**config.mk**
```make
export PLATFORM = sky130hd
export DESIGN_NAME = hci_uart_h4_deframer
export DESIGN_NICKNAME = d
export VERILOG_FILES = /design/src/hdl/hci_h4_pkg.sv /design/src/hdl/hci_h4_queue.sv /design/src/hdl/hci_h4_front.sv /design/src/hdl/hci_h4_back.sv /design/src/hdl/hci_uart_h4_deframer.sv
export SDC_FILE = /design/constraint.sdc
export NUM_CORES = 1
export LEC_CHECK = 0
export ABC_AREA = 1
export BUFFER_PORTS_ARGS = -buffer_cell sky130_fd_sc_hd__buf_2
export CAP_MARGIN = 20
export CORE_MARGIN = 2
export CORE_UTILIZATION = 30
export CTS_BUF_LIST = sky130_fd_sc_hd__clkbuf_4 sky130_fd_sc_hd__clkbuf_8
export DETAILED_ROUTE_END_ITERATION = 8
export PLACE_DENSITY = 0.42
export SLEW_MARGIN = 0
export SYNTH_ARGS = -nofsm -noshare
export SYNTH_HDL_FRONTEND = slang
export SYNTH_HIERARCHICAL = 1
export SYNTH_SLANG_ARGS = --single-unit
```
**constraint.sdc**
```tcl
create_clock -name clk -period 8.4 [get_ports clk]
set_clock_uncertainty 0.2 [all_clocks]
set_input_delay 0.42 -clock clk [delete_from_list [all_inputs] [get_ports clk]]
set_output_delay 0.42 -clock clk [all_outputs]
set_load 0.01 [all_outputs]
```
**src/hdl/hci_h4_pkg.sv**
```systemverilog
// Shared types, codes and constants of the HCI UART H4 deframer.
// Depends on nothing; every module of the block imports it.
package hci_h4_pkg;

    // Statistics counters.
    localparam int COUNTER_WIDTH = 32;
    localparam int NUM_COUNTERS  = 7;

    localparam logic [2:0] CNT_BYTES     = 3'd0;
    localparam logic [2:0] CNT_DESYNC    = 3'd1;
    localparam logic [2:0] CNT_OVERSIZE  = 3'd2;
    // A completed packet of type t counts at CNT_TYPE_BASE + t.
    localparam logic [2:0] CNT_TYPE_BASE = 3'd2;

    // Input operations.
    localparam logic [1:0] OP_FEED  = 2'd0;
    localparam logic [1:0] OP_READ  = 2'd1;
    localparam logic [1:0] OP_CLEAR = 2'd2;

    // Packet type codes as they appear on the wire.
    localparam logic [2:0] TYPE_NONE  = 3'd0;
    localparam logic [2:0] TYPE_CMD   = 3'd1;
    localparam logic [2:0] TYPE_ACL   = 3'd2;
    localparam logic [2:0] TYPE_SCO   = 3'd3;
    localparam logic [2:0] TYPE_EVENT = 3'd4;

    // Result kinds.
    localparam logic [1:0] KIND_PACKET  = 2'd0;
    localparam logic [1:0] KIND_OOB     = 2'd1;
    localparam logic [1:0] KIND_COUNTER = 2'd2;

    // Work passed from the front end to the back end.
    localparam logic [1:0] JOB_HEADER  = 2'd0;
    localparam logic [1:0] JOB_PAYLOAD = 2'd1;
    localparam logic [1:0] JOB_OOB     = 2'd2;
    localparam logic [1:0] JOB_COUNTER = 2'd3;

    // Configuration register indexes and reset values.
    localparam logic [1:0]  REG_OOB_ENABLE  = 2'd0;
    localparam logic [1:0]  REG_ACL_MAX     = 2'd1;
    localparam logic [1:0]  REG_SHORT_MAX   = 2'd2;
    localparam int          CFG_DATA_WIDTH  = 16;
    localparam logic [15:0] ACL_MAX_RESET   = 16'd1021;
    localparam logic [7:0]  SHORT_MAX_RESET = 8'd255;

    // Job queue between front and back end.
    localparam int QUEUE_DEPTH = 4;
    localparam int QPTR_W      = $clog2(QUEUE_DEPTH);
    localparam int QCNT_W      = $clog2(QUEUE_DEPTH + 1);

    typedef struct packed {
        logic [1:0] op;
        logic [7:0] data_in;
        logic [2:0] counter_select;
    } item_t;

    typedef struct packed {
        logic [1:0]  kind;
        logic [2:0]  packet_type;
        logic [7:0]  data_out;
        logic        packet_start;
        logic        packet_end;
        logic        run_end;
        logic [31:0] counter_value;
    } result_t;

    // The word holds header bytes (byte 0 lowest), a single data byte,
    // or a counter value, depending on the job kind.
    typedef struct packed {
        logic [1:0]  jkind;
        logic [2:0]  ptype;
        logic [1:0]  last_idx;
        logic        pkt_end;
        logic [31:0] word;
    } job_t;

    typedef struct packed {
        logic full;
        logic empty;
    } q_stat_t;

endpackage

```
**src/hdl/hci_h4_queue.sv**
```systemverilog
// Short job queue that decouples the framing front end from the result back end.
// Depends on hci_h4_pkg.
module hci_h4_queue (
    input  logic              clk,
    input  logic              rst_n,
    input  logic              push,
    input  hci_h4_pkg::job_t  push_job,
    input  logic              pop,
    output hci_h4_pkg::job_t  head,
    output hci_h4_pkg::q_stat_t stat
);
    import hci_h4_pkg::*;

    job_t              slot_reg [QUEUE_DEPTH];
    logic [QPTR_W-1:0] wr_ptr_reg, wr_ptr_next;
    logic [QPTR_W-1:0] rd_ptr_reg, rd_ptr_next;
    logic [QCNT_W-1:0] count_reg, count_next;
    logic              do_push, do_pop;

    assign stat.full  = (count_reg == QCNT_W'(QUEUE_DEPTH));
    assign stat.empty = (count_reg == '0);
    assign head       = slot_reg[rd_ptr_reg];

    assign do_push = push && !stat.full;
    assign do_pop  = pop && !stat.empty;

    // Pointer and fill count update.
    always_comb
    begin
        wr_ptr_next = wr_ptr_reg;
        rd_ptr_next = rd_ptr_reg;
        count_next  = count_reg;
        if (do_push)
        begin
            wr_ptr_next = (wr_ptr_reg == QPTR_W'(QUEUE_DEPTH - 1)) ? '0 : wr_ptr_reg + 1'b1;
        end
        if (do_pop)
        begin
            rd_ptr_next = (rd_ptr_reg == QPTR_W'(QUEUE_DEPTH - 1)) ? '0 : rd_ptr_reg + 1'b1;
        end
        if (do_push && !do_pop)
        begin
            count_next = count_reg + 1'b1;
        end
        else if (do_pop && !do_push)
        begin
            count_next = count_reg - 1'b1;
        end
    end

    always_ff @(posedge clk or negedge rst_n)
    begin
        if (!rst_n)
        begin
            wr_ptr_reg <= '0;
            rd_ptr_reg <= '0;
            count_reg  <= '0;
        end
        else
        begin
            wr_ptr_reg <= wr_ptr_next;
            rd_ptr_reg <= rd_ptr_next;
            count_reg  <= count_next;
        end
    end

    // Slot storage carries payload only, so it has no reset.
    always_ff @(posedge clk)
    begin
        if (do_push)
        begin
            slot_reg[wr_ptr_reg] <= push_job;
        end
    end

endmodule

```
**src/hdl/hci_h4_front.sv**
```systemverilog
// Front end: accepts input transactions, tracks H4 framing, keeps the
// statistics counters and configuration, and queues result jobs.
// Depends on hci_h4_pkg.
module hci_h4_front (
    input  logic                  clk,
    input  logic                  rst_n,
    input  logic                  item_valid,
    output logic                  item_stall,
    input  hci_h4_pkg::item_t     item,
    input  logic                  cfg_we,
    input  logic [1:0]            cfg_index,
    input  logic [hci_h4_pkg::CFG_DATA_WIDTH-1:0] cfg_data,
    output logic                  q_push,
    output hci_h4_pkg::job_t      q_job,
    input  hci_h4_pkg::q_stat_t   q_stat
);
    import hci_h4_pkg::*;

    localparam logic [1:0] PH_IDLE    = 2'd0;
    localparam logic [1:0] PH_HEADER  = 2'd1;
    localparam logic [1:0] PH_PAYLOAD = 2'd2;

    logic [1:0]  phase_reg, phase_next;
    logic [2:0]  type_reg, type_next;
    logic [1:0]  hdr_idx_reg, hdr_idx_next;
    logic [1:0]  last_idx_reg, last_idx_next;
    logic [15:0] left_reg, left_next;
    logic [7:0]  hb_reg [4];

    logic        oob_en_reg;
    logic [15:0] acl_max_reg;
    logic [7:0]  short_max_reg;

    logic [COUNTER_WIDTH-1:0] cnt_reg [NUM_COUNTERS];
    logic [2:0]               inc [NUM_COUNTERS];

    logic        accept;
    logic        hdr_write;
    logic [7:0]  hv [4];
    logic [15:0] hdr_len;
    logic [15:0] hdr_max;
    logic [2:0]  type_cnt_idx;

    assign item_stall   = q_stat.full;
    assign accept       = item_valid && !item_stall;
    assign type_cnt_idx = CNT_TYPE_BASE + type_reg;

    // Header as it stands once the incoming byte is placed.
    always_comb
    begin
        for (int i = 0; i < 4; i++)
        begin
            hv[i] = (hdr_idx_reg == 2'(i)) ? item.data_in : hb_reg[i];
        end
    end

    // Payload length and its limit for the current packet type.
    always_comb
    begin
        case (type_reg)
            TYPE_ACL:
            begin
                hdr_len = {hv[3], hv[2]};
                hdr_max = acl_max_reg;
            end
            TYPE_EVENT:
            begin
                hdr_len = {8'd0, hv[1]};
                hdr_max = {8'd0, short_max_reg};
            end
            default:
            begin
                hdr_len = {8'd0, hv[2]};
                hdr_max = {8'd0, short_max_reg};
            end
        endcase
    end

    // Framing state machine, job generation and counter increments.
    always_comb
    begin
        phase_next    = phase_reg;
        type_next     = type_reg;
        hdr_idx_next  = hdr_idx_reg;
        last_idx_next = last_idx_reg;
        left_next     = left_reg;
        hdr_write     = 1'b0;
        q_push        = 1'b0;
        q_job.jkind    = JOB_PAYLOAD;
        q_job.ptype    = type_reg;
        q_job.last_idx = last_idx_reg;
        q_job.pkt_end  = 1'b0;
        q_job.word     = {24'd0, item.data_in};
        for (int i = 0; i < NUM_COUNTERS; i++)
        begin
            inc[i] = 3'd0;
        end

        if (accept)
        begin
            case (item.op)
                OP_FEED:
                begin
                    inc[CNT_BYTES] = 3'd1;
                    unique case (phase_reg)
                        PH_HEADER:
                        begin
                            hdr_write = 1'b1;
                            if (hdr_idx_reg == last_idx_reg)
                            begin
                                if (hdr_len > hdr_max)
                                begin
                                    // Oversize: drop type byte and header as desync.
                                    inc[CNT_OVERSIZE] = 3'd1;
                                    inc[CNT_DESYNC]   = {1'b0, last_idx_reg} + 3'd2;
                                    phase_next        = PH_IDLE;
                                    type_next         = TYPE_NONE;
                                end
                                else
                                begin
                                    q_push        = 1'b1;
                                    q_job.jkind   = JOB_HEADER;
                                    q_job.pkt_end = (hdr_len == '0);
                                    q_job.word    = {hv[3], hv[2], hv[1], hv[0]};
                                    if (hdr_len == '0)
                                    begin
                                        inc[type_cnt_idx] = 3'd1;
                                        phase_next        = PH_IDLE;
                                        type_next         = TYPE_NONE;
                                    end
                                    else
                                    begin
                                        phase_next = PH_PAYLOAD;
                                        left_next  = hdr_len;
                                    end
                                end
                            end
                            else
                            begin
                                hdr_idx_next = hdr_idx_reg + 1'b1;
                            end
                        end
                        PH_PAYLOAD:
                        begin
                            q_push        = 1'b1;
                            q_job.pkt_end = (left_reg == 16'd1);
                            if (left_reg == 16'd1)
                            begin
                                inc[type_cnt_idx] = 3'd1;
                                phase_next        = PH_IDLE;
                                type_next         = TYPE_NONE;
                            end
                            else
                            begin
                                left_next = left_reg - 1'b1;
                            end
                        end
                        default:
                        begin
                            // Idle: a type byte opens a header, anything else is unknown.
                            if (item.data_in >= 8'(TYPE_CMD) && item.data_in <= 8'(TYPE_EVENT))
                            begin
                                phase_next   = PH_HEADER;
                                type_next    = item.data_in[2:0];
                                hdr_idx_next = 2'd0;
                                case (item.data_in[2:0])
                                    TYPE_ACL:   last_idx_next = 2'd3;
                                    TYPE_EVENT: last_idx_next = 2'd1;
                                    default:    last_idx_next = 2'd2;
                                endcase
                            end
                            else if (oob_en_reg)
                            begin
                                q_push      = 1'b1;
                                q_job.jkind = JOB_OOB;
                                q_job.ptype = TYPE_NONE;
                            end
                            else
                            begin
                                inc[CNT_DESYNC] = 3'd1;
                            end
                        end
                    endcase
                end
                OP_READ:
                begin
                    q_push      = 1'b1;
                    q_job.jkind = JOB_COUNTER;
                    q_job.ptype = TYPE_NONE;
                    if (item.counter_select < 3'(NUM_COUNTERS))
                    begin
                        q_job.word = 32'(cnt_reg[item.counter_select]);
                    end
                    else
                    begin
                        q_job.word = '0;
                    end
                end
                OP_CLEAR:
                begin
                    phase_next = PH_IDLE;
                    type_next  = TYPE_NONE;
                end
                default:
                begin
                end
            endcase
        end
    end

    // Control state, configuration and counters.
    always_ff @(posedge clk or negedge rst_n)
    begin
        if (!rst_n)
        begin
            phase_reg     <= PH_IDLE;
            type_reg      <= TYPE_NONE;
            hdr_idx_reg   <= '0;
            last_idx_reg  <= '0;
            left_reg      <= '0;
            oob_en_reg    <= 1'b0;
            acl_max_reg   <= ACL_MAX_RESET;
            short_max_reg <= SHORT_MAX_RESET;
            for (int i = 0; i < NUM_COUNTERS; i++)
            begin
                cnt_reg[i] <= '0;
            end
        end
        else
        begin
            phase_reg    <= phase_next;
            type_reg     <= type_next;
            hdr_idx_reg  <= hdr_idx_next;
            last_idx_reg <= last_idx_next;
            left_reg     <= left_next;
            for (int i = 0; i < NUM_COUNTERS; i++)
            begin
                cnt_reg[i] <= cnt_reg[i] + COUNTER_WIDTH'(inc[i]);
            end
            if (cfg_we)
            begin
                case (cfg_index)
                    REG_OOB_ENABLE: oob_en_reg    <= cfg_data[0];
                    REG_ACL_MAX:    acl_max_reg   <= cfg_data[15:0];
                    REG_SHORT_MAX:  short_max_reg <= cfg_data[7:0];
                    default:
                    begin
                    end
                endcase
            end
        end
    end

    // Header byte store; always written before it is read.
    always_ff @(posedge clk)
    begin
        if (hdr_write)
        begin
            hb_reg[hdr_idx_reg] <= item.data_in;
        end
    end

endmodule

```
**src/hdl/hci_h4_back.sv**
```systemverilog
// Back end: takes jobs from the queue and plays them out as result
// transactions through an output register, one result per cycle unless stalled.
// Depends on hci_h4_pkg.
module hci_h4_back (
    input  logic                clk,
    input  logic                rst_n,
    input  hci_h4_pkg::q_stat_t q_stat,
    input  hci_h4_pkg::job_t    q_head,
    output logic                q_pop,
    output logic                result_valid,
    input  logic                result_stall,
    output hci_h4_pkg::result_t result
);
    import hci_h4_pkg::*;

    logic       out_valid_reg, out_valid_next;
    result_t    out_reg, out_next;
    logic [1:0] burst_idx_reg, burst_idx_next;
    logic       load;
    logic       burst_last;

    assign result_valid = out_valid_reg;
    assign result       = out_reg;

    assign load       = !q_stat.empty && (!out_valid_reg || !result_stall);
    assign burst_last = (q_head.jkind != JOB_HEADER) || (burst_idx_reg == q_head.last_idx);
    assign q_pop      = load && burst_last;

    // Build the next result from the head job.
    always_comb
    begin
        out_next               = out_reg;
        out_valid_next         = out_valid_reg && result_stall;
        burst_idx_next         = burst_idx_reg;
        if (load)
        begin
            out_valid_next         = 1'b1;
            out_next.kind          = KIND_PACKET;
            out_next.packet_type   = q_head.ptype;
            out_next.data_out      = q_head.word[7:0];
            out_next.packet_start  = 1'b0;
            out_next.packet_end    = q_head.pkt_end;
            out_next.run_end       = 1'b1;
            out_next.counter_value = '0;
            burst_idx_next         = burst_last ? 2'd0 : burst_idx_reg + 1'b1;
            case (q_head.jkind)
                JOB_HEADER:
                begin
                    out_next.data_out     = q_head.word[{burst_idx_reg, 3'b000} +: 8];
                    out_next.packet_start = (burst_idx_reg == 2'd0);
                    out_next.packet_end   = burst_last && q_head.pkt_end;
                    out_next.run_end      = burst_last;
                end
                JOB_OOB:
                begin
                    out_next.kind        = KIND_OOB;
                    out_next.packet_type = TYPE_NONE;
                    out_next.packet_end  = 1'b0;
                end
                JOB_COUNTER:
                begin
                    out_next.kind          = KIND_COUNTER;
                    out_next.packet_type   = TYPE_NONE;
                    out_next.data_out      = '0;
                    out_next.packet_end    = 1'b0;
                    out_next.counter_value = q_head.word;
                end
                default:
                begin
                end
            endcase
        end
    end

    always_ff @(posedge clk or negedge rst_n)
    begin
        if (!rst_n)
        begin
            out_valid_reg <= 1'b0;
            burst_idx_reg <= '0;
        end
        else
        begin
            out_valid_reg <= out_valid_next;
            burst_idx_reg <= burst_idx_next;
        end
    end

    // Output payload register.
    always_ff @(posedge clk)
    begin
        out_reg <= out_next;
    end

endmodule

```
**src/hdl/hci_uart_h4_deframer.sv**
```systemverilog
// Top level of the HCI UART H4 deframer: front end, job queue, back end.
// Depends on hci_h4_pkg, hci_h4_front, hci_h4_queue and hci_h4_back.
//
//  Channel   Signals                          Direction  Payload
//  item      item_valid/item_stall/item       in         op, data_in, counter_select
//  result    result_valid/result_stall/result out        kind ... counter_value
//  config    cfg_we/cfg_index/cfg_data        in         3 registers, write only
//
// The front end takes one item per cycle while the job queue has room.
// A byte completing a header within its limit yields 2 to 4 results, one per
// unstalled cycle of the back end; any other item yields at most one result.
// A result stall holds the output register and fills the four-entry queue,
// and a full queue raises item_stall. Reset takes effect at once, with no sweep.
module hci_uart_h4_deframer (
    input  logic                clk,
    input  logic                rst_n,
    input  logic                item_valid,
    output logic                item_stall,
    input  hci_h4_pkg::item_t   item,
    output logic                result_valid,
    input  logic                result_stall,
    output hci_h4_pkg::result_t result,
    input  logic                cfg_we,
    input  logic [1:0]          cfg_index,
    input  logic [hci_h4_pkg::CFG_DATA_WIDTH-1:0] cfg_data
);
    import hci_h4_pkg::*;

    logic    q_push;
    logic    q_pop;
    job_t    q_job;
    job_t    q_head;
    q_stat_t q_stat;

    hci_h4_front u_front (
        .clk        (clk),
        .rst_n      (rst_n),
        .item_valid (item_valid),
        .item_stall (item_stall),
        .item       (item),
        .cfg_we     (cfg_we),
        .cfg_index  (cfg_index),
        .cfg_data   (cfg_data),
        .q_push     (q_push),
        .q_job      (q_job),
        .q_stat     (q_stat)
    );

    hci_h4_queue u_queue (
        .clk      (clk),
        .rst_n    (rst_n),
        .push     (q_push),
        .push_job (q_job),
        .pop      (q_pop),
        .head     (q_head),
        .stat     (q_stat)
    );

    hci_h4_back u_back (
        .clk          (clk),
        .rst_n        (rst_n),
        .q_stat       (q_stat),
        .q_head       (q_head),
        .q_pop        (q_pop),
        .result_valid (result_valid),
        .result_stall (result_stall),
        .result       (result)
    );

endmodule

```
==> reports/metrics.yaml, run 1 <==
outcome: "finished clean"
gr-total-overflow: 0
rsz0062_at_grt: "no"
start_util: 0.3027
post_dp_cell_area_sq_um: 28770
ys_seq_area_frac: 0.5253
final.setup.worst_slack_ps: 2219
cts_sinks: 524
dp_hpwl_mm: 59.17
worstReg2RegEnd: "u_front/cnt_reg[60]$_DFF_PN0_"
final.min_clock_period_ps: 6181
crit_path_max_fanout: 16
cts_resized: 0
multi_input_area_sq_um: 10720
synth_edf_count: 240
clk_pin_slew_ps: 60
syn_to_final_growth_pct: 14.61
critPathArrivalTime_ps: 6580
cts_made_buffers: 97
synth_seq_cells: 524
clk_path_buf_depth: 3
num_vias: 20830
cp-start-kind: "flop"
core_region_area_sq_um: 90150
yosysWarnings: 6
ios: 86
die_w_um: 305.6
seqCellArea_sq_um: 14340
port_buffers: 85
first_global_vias: 21000
dp.cells: 4171
setup.worst_path.end_class: "flop"
period_share: 0.7359
largest_reg_flops: 224
path_common_cell: "nand2_1"
irDropWorstVdd_mv: 0.2493
async_reset_ff_frac: 0.5420
rr_worst_depth: 32
grt_first_pass_wirelength_mm: 125.4
tns_ps: 0
dieArea_sq_um: 93390
track_usage: 0.1741
drt_iter0_drc: 1540
pre_cts_ws_ps: 2307
critPathSlowestCell: "ha_1"
tritoncts: "built"
setup_viol: 0
hold_viol: 0
slowest_delay_ps: 510
vias_per_cell: 4.745
clockRootBuffer: "clkbuf_8"
synthCells: 2997
fin_area_sq_um: 31280
rows: 110
netlist_area_sq_um: 27290
drv_cap: 0
r2r_start: "u_front/hdr_idx_reg[0]$_DFFE_PN0P_"
crit_required_ps: 8800
grt_max_degree: 141
rrSetupSlack_ps: 2220
fillers: 9189
worstMarginPinSlew_ps: 1176
critical_path_class: "flop to flop"
die_h_um: 305.6
fin_nets: 3216
antenna_found_initial: 3
synth_nets: 3085
fmax_mhz: 161.8
ant_nets: 0
clk_latency_ps: 740
slew_headroom: 0.2132
min_path_type: "input pin to asynchronous set/reset pin"
synth_cell_types: 51
power.static_leakage_uw: 0.01438
routed_wl_mm: 81.26
ctsHtreeMaxLevel: 3
wl_per_cell_um: 18.51
synth_ff_type: "dfrtp_1"
gp_congestion: 0.9126
layoutNonFillerInstCount: 4390
syn_area_per_cell_sq_um: 9.106
powerDensity_nw_per_um2: 277.3
drive_above_1_share: 0.1308
p_total_uw: 8674
slew_violations: 0
drc: 0
dr.pass1.iters: 6
## cell usage in the layout, fill, tap and decap left out, drive strengths merged, types with 2 or more instances in the layout
cell and n:
ha 50, o2111ai 23, a21oi 93, o211ai 103
nor3 85, nand3 153, dfstp 17, buf 102
bufinv 4, clkbuf 156, clkinv 16, or2 9
dlygate4sd3 32, a31oi 6, inv 450, fa 2
clkinvlp 3, xor2 175, o22ai 6, diode 4
o221ai 3, mux2 8, nand4 47, mux2i 7
a21boi 5, xnor2 38, nand2 723, a221oi 9
nor4 26, o21ai 156, edfxtp 240, dfrtp 267
nor2 190
## how the worst max path moves through the flow
stage | start | to
after detailed placement | u_front/hdr_idx_reg[0]$_DFFE_PN0P_ | u_front/cnt_reg[62]$_DFF_PN0_
after global routing | u_front/hdr_idx_reg[0]$_DFFE_PN0P_ | u_front/cnt_reg[60]$_DFF_PN0_
after CTS | u_front/hdr_idx_reg[0]$_DFFE_PN0P_ | u_front/cnt_reg[62]$_DFF_PN0_
after floorplan | u_front/hdr_idx_reg[0]$_DFFE_PN0P_ | u_queue/slot_reg[0][0]$_DFFE_PP_
final | u_front/hdr_idx_reg[0]$_DFFE_PN0P_ | u_front/cnt_reg[60]$_DFF_PN0_
after global placement | u_front/hdr_idx_reg[0]$_DFFE_PN0P_ | u_front/cnt_reg[60]$_DFF_PN0_
## repair_timing
item	4_1_cts	5_1_grt
hold buffers	32	0
endpoints found under the hold margin	142	0
buffers inserted	0	0
## worst max-delay path, delay by kind of cell (launching register included)
family                   cells  cell delay (ps)
AND/OR/NAND/NOR             23             3530
adder cells (fa/ha/maj)      4             1170
buffers and inverters        4              520
XOR/XNOR                     1              170
flip-flops                   1              440
## cells in the mapped netlist (all sizes together) (3+ instances only)
master,count,share of area
a21boi,5,0.0014
a21oi,93,0.017
a221oi,9,0.0029
a31oi,6,0.0014
buf,47,0.014
clkbuf,55,0.0079
clkinv,3,0.00041
dfrtp,267,0.24
dfstp,17,0.016
edfxtp,240,0.26
ha,50,0.023
inv,445,0.061
mux2,8,0.0033
mux2i,7,0.0026
nand2,723,0.10
nand3,153,0.028
nand4,47,0.011
nor2,190,0.027
nor3,85,0.017
nor4,26,0.0060
o2111ai,23,0.0074
o211ai,103,0.036
o21ai,156,0.029
o221ai,3,0.00096
o22ai,6,0.0014
or2,9,0.0021
xnor2,38,0.012
xor2,175,0.056
## cell type report
class,instances,share of cell area
clock buffers,156,0.06004
multi-input cells,1923,0.3427
flip-flops and latches,524,0.4584
clock inverters,25,0.008241
diodes,4,0.0003200
inverters,448,0.05384
repair buffers,134,0.02940
well taps,1176,0.04704
## layer usage
layer  GRT usage  vias up  wire, um
li1            -    10140         -
met1      0.2376    10010     38050
met2      0.2768      526     36830
met3     0.02856      155      3608
met4     0.06541        2      2760
met5           0        -        11
## where the power goes
part | internal (uW) | switching, uW | total [uW]
Clock | 1540 | 1120 | 2660
Combinational | 824 | 1920 | 2740
Sequential | 3100 | 168 | 3270
Total | 5470 | 3200 | 8670
## per-stage QoR
stage | utilization | hold WS [ps]
global route | 0.3469 | 64.42
floorplan | - | -75.59
finish | 0.3470 | 72.39
CTS | 0.3464 | 13.53
global placement | 0.3192 | 255.0
detailed placement | 0.3192 | 257.5
## cell families (layout without fill, tap and decap cells)
kind of cell,count (synthesis),after routing,synth area share
simple gates,1236,1236,0.1954
buf+inv,550,763,0.08317
flops,524,524,0.5253
compound gates,407,407,0.09752
xor+xnor,213,213,0.06836
fa+ha+maj,52,52,0.02439
mux,15,15,0.005869
other cells,0,4,0
Note: power is estimated with default switching activity, not from simulation.
==> run 2: changes to the inputs <==
Settings changed: ABC_AREA 1 to 0, PLACE_DENSITY 0.42 to 0.44.
Clock period 8.4 ns to 5.5 ns, I/O delays scaled along.
==> reports/metrics.yaml, run 2 <==
outcome: "finished, violations left"
violations: "hold timing"
rr_worst_depth: 24
grt_max_degree: 131
synth-simple-area-share: 0.1291
async_reset_ff_frac: 0.5420
synth_compound_area_frac: 0.05139
vias_per_cell: 4.888
synth_xor_area_frac: 0.07666
die_h_um: 292.1
final_common_cell: "dfrtp_1"
ant_nets: 0
start_util: 0.3033
final.min_clock_period_ps: 5200
synth_fa_ha_area_frac: 0.02673
clk_latency_ps: 730
antenna_found_initial: 0
worstMarginPinSlew_ps: 1100
tns_ps: 0
yosys-top-cells-area: "edfxtp_1, dfrtp_1, mux4_2"
critical_path_class: "flop to flop"
clk_pin_slew_ps: 60
synth_edf_count: 240
grt_first_pass_wirelength_mm: 103.2
cts_made_buffers: 95
fin_nets: 2259
crit_start: "u_front/type_reg[1]$_DFFE_PN0P_"
rsz0062_at_grt: "no"
clk_path_buf_depth: 3
setup_viol: 0
cp-start-kind: "flop"
min_path_type: "input pin to asynchronous set/reset pin"
drc: 0
netlist_area_sq_um: 24910
ys_seq_area_frac: 0.5756
synth_nets: 2004
synth_cell_types: 80
synthMuxAreaShare: 0.1230
dr.pass1.iters: 5
rrSetupSlack_ps: 300
drv_cap: 0
gp_congestion: 0.8743
r2r_start: "u_front/type_reg[1]$_DFFE_PN0P_"
gr-total-overflow: 0
first_global_vias: 16780
powerDensity_nw_per_um2: 403.2
tritoncts: "built"
period_share: 0.9455
synth_top_area_share: 0.2894
core_region_area_sq_um: 82110
dp_hpwl_mm: 48.09
setup.worst_path.end_class: "flop"
ios: 86
crit_required_ps: 5890
power.static_leakage_uw: 0.01224
yosysWarnings: 6
critPathArrivalTime_ps: 5590
synth_ff_type: "dfrtp_1"
fmax_mhz: 192.3
port_buffers: 85
rows: 105
num_vias: 16220
syn_to_final_growth_pct: 19.73
irDropWorstVdd_mv: 0.1484
synth_area_leader_cell: "edfxtp_1"
worstReg2RegEnd: "u_front/cnt_reg[123]$_DFF_PN0_"
clockRootBuffer: "clkbuf_8"
synth_seq_cells: 524
slew_violations: 0
syn_area_per_cell_sq_um: 13.00
whs_ps: -23.82
track_usage: 0.1578
ctsHtreeMaxLevel: 3
drt_iter0_drc: 952
n_antenna_cell: 0
hold_viol: 3
crit_path_max_fanout: 8
largest_reg_flops: 224
cts_sinks: 524
most-common-layout-cells: "dfrtp_1, edfxtp_1, nand2_1, xnor2_1, clkbuf_8"
yosysMostFrequentCell: "dfrtp_1"
synth_top_family_by_area: "simple AND/OR/NAND/NOR gates"
synthCells: 1916
drive_above_1_share: 0.2402
slew_headroom: 0.2598
dieArea_sq_um: 85340
die_w_um: 292.1
routed_wl_mm: 67.01
yosys-top-cells-count: "dfrtp_1, edfxtp_1, nand2_1, xnor2_1, nor2_1"
wl_per_cell_um: 20.20
==> run 2: timing repair <==
action / in CTS / in global routing
endpoints found under the setup margin: 7 / 45
hold buffers: 36 / 0
pin swaps: 0 / 18
gates resized for setup: 1 / 51
endpoints found under the hold margin: 174 / 0
cloned: 0 / 1
buffers inserted: 0 / 10
==> run 2: worst max-delay path by stage <==
| stage | endpoint | cells after the start | slack (ps) |
|---|---|---|---|
| detailed placement | u_front/cnt_reg[158]$_DFF_PN0_ | 22 | -80 |
| CTS | u_front/cnt_reg[158]$_DFF_PN0_ | 22 | 50 |
| finish | u_front/cnt_reg[123]$_DFF_PN0_ | 24 | 300 |
| global placement | u_front/cnt_reg[154]$_DFF_PN0_ | 22 | -50 |
| global route | u_front/cnt_reg[63]$_DFF_PN0_ | 21 | 3 |
| floorplan | u_front/cnt_reg[62]$_DFF_PN0_ | 26 | 40 |
==> run 2: layer usage <==
metal | global-route usage | vias up | wire, um
met4 | 0.06575 | 0 | 2696
met3 | 0.03303 | 133 | 3303
li1 | - | 7596 | -
met5 | 0 | - | 0
met2 | 0.2289 | 392 | 28670
met1 | 0.2280 | 8099 | 32340
==> run 2: area by class of cell <==
type                    instances  area [sq um]
fillers                      7974         52290
flip-flops and latches        524         14340
multi-input cells            1292         10350
repair buffers                225          1687
clock buffers                 134          1669
well taps                    1070          1339
clock inverters                40         302.8
inverters                      33         131.4
==> run 2: logic make-up (layout without fill, tap and decap cells) <==
family | Yosys count | in the layout
multiplexers | 211 | 212
XOR/XNOR | 218 | 218
buffers and inverters | 101 | 432
adder cells (fa/ha/maj) | 52 | 52
flip-flops | 524 | 524
AND/OR/NAND/NOR | 626 | 626
AO/OA/AOI/OAI | 184 | 184
==> run 2: metrics by stage <==
| stage | std cells | worst slack, ps | area, sq um | power [uW] | utilization |
|---|---|---|---|---|---|
| global placement | 3097 | -51.13 | 27200 | 8099 | 0.3313 |
| detailed placement | 3097 | -81.92 | 27200 | 8150 | 0.3313 |
| finish | 3318 | 299.6 | 29820 | 12020 | 0.3632 |
| global route | 3318 | 2.898 | 29820 | 12710 | 0.3632 |
| floorplan | 1916 | 40.82 | 24910 | 7025 | - |
| CTS | 3307 | 47.94 | 29540 | 12040 | 0.3597 |
==> run 2: critical path: stages, from the launching register on <==
cell     delay [ps]
dfrtp_2         440
nor3b_4         340
buf_6           170
or2_4           180
o22ai_2         100
nor2_2          160
ha_1            270
a21oi_2         140
o21a_1          120
nor3_1           40
o31a_1          350
o31ai_2         330
nand2_1         140
buf_4           160
nor4_1          170
buf_4           170
ha_1            190
buf_4           130
nand4_1          80
nor2_1          210
and2_1          210
and4_1          260
and4_2          290
nand3_1         100
xnor2_1         140
==> run 2: power by group <==
part           internal (uW)  switching (uW)
registers               4690             312
logic                   1420            1820
clock network           2080            1700
total                   8190            3830
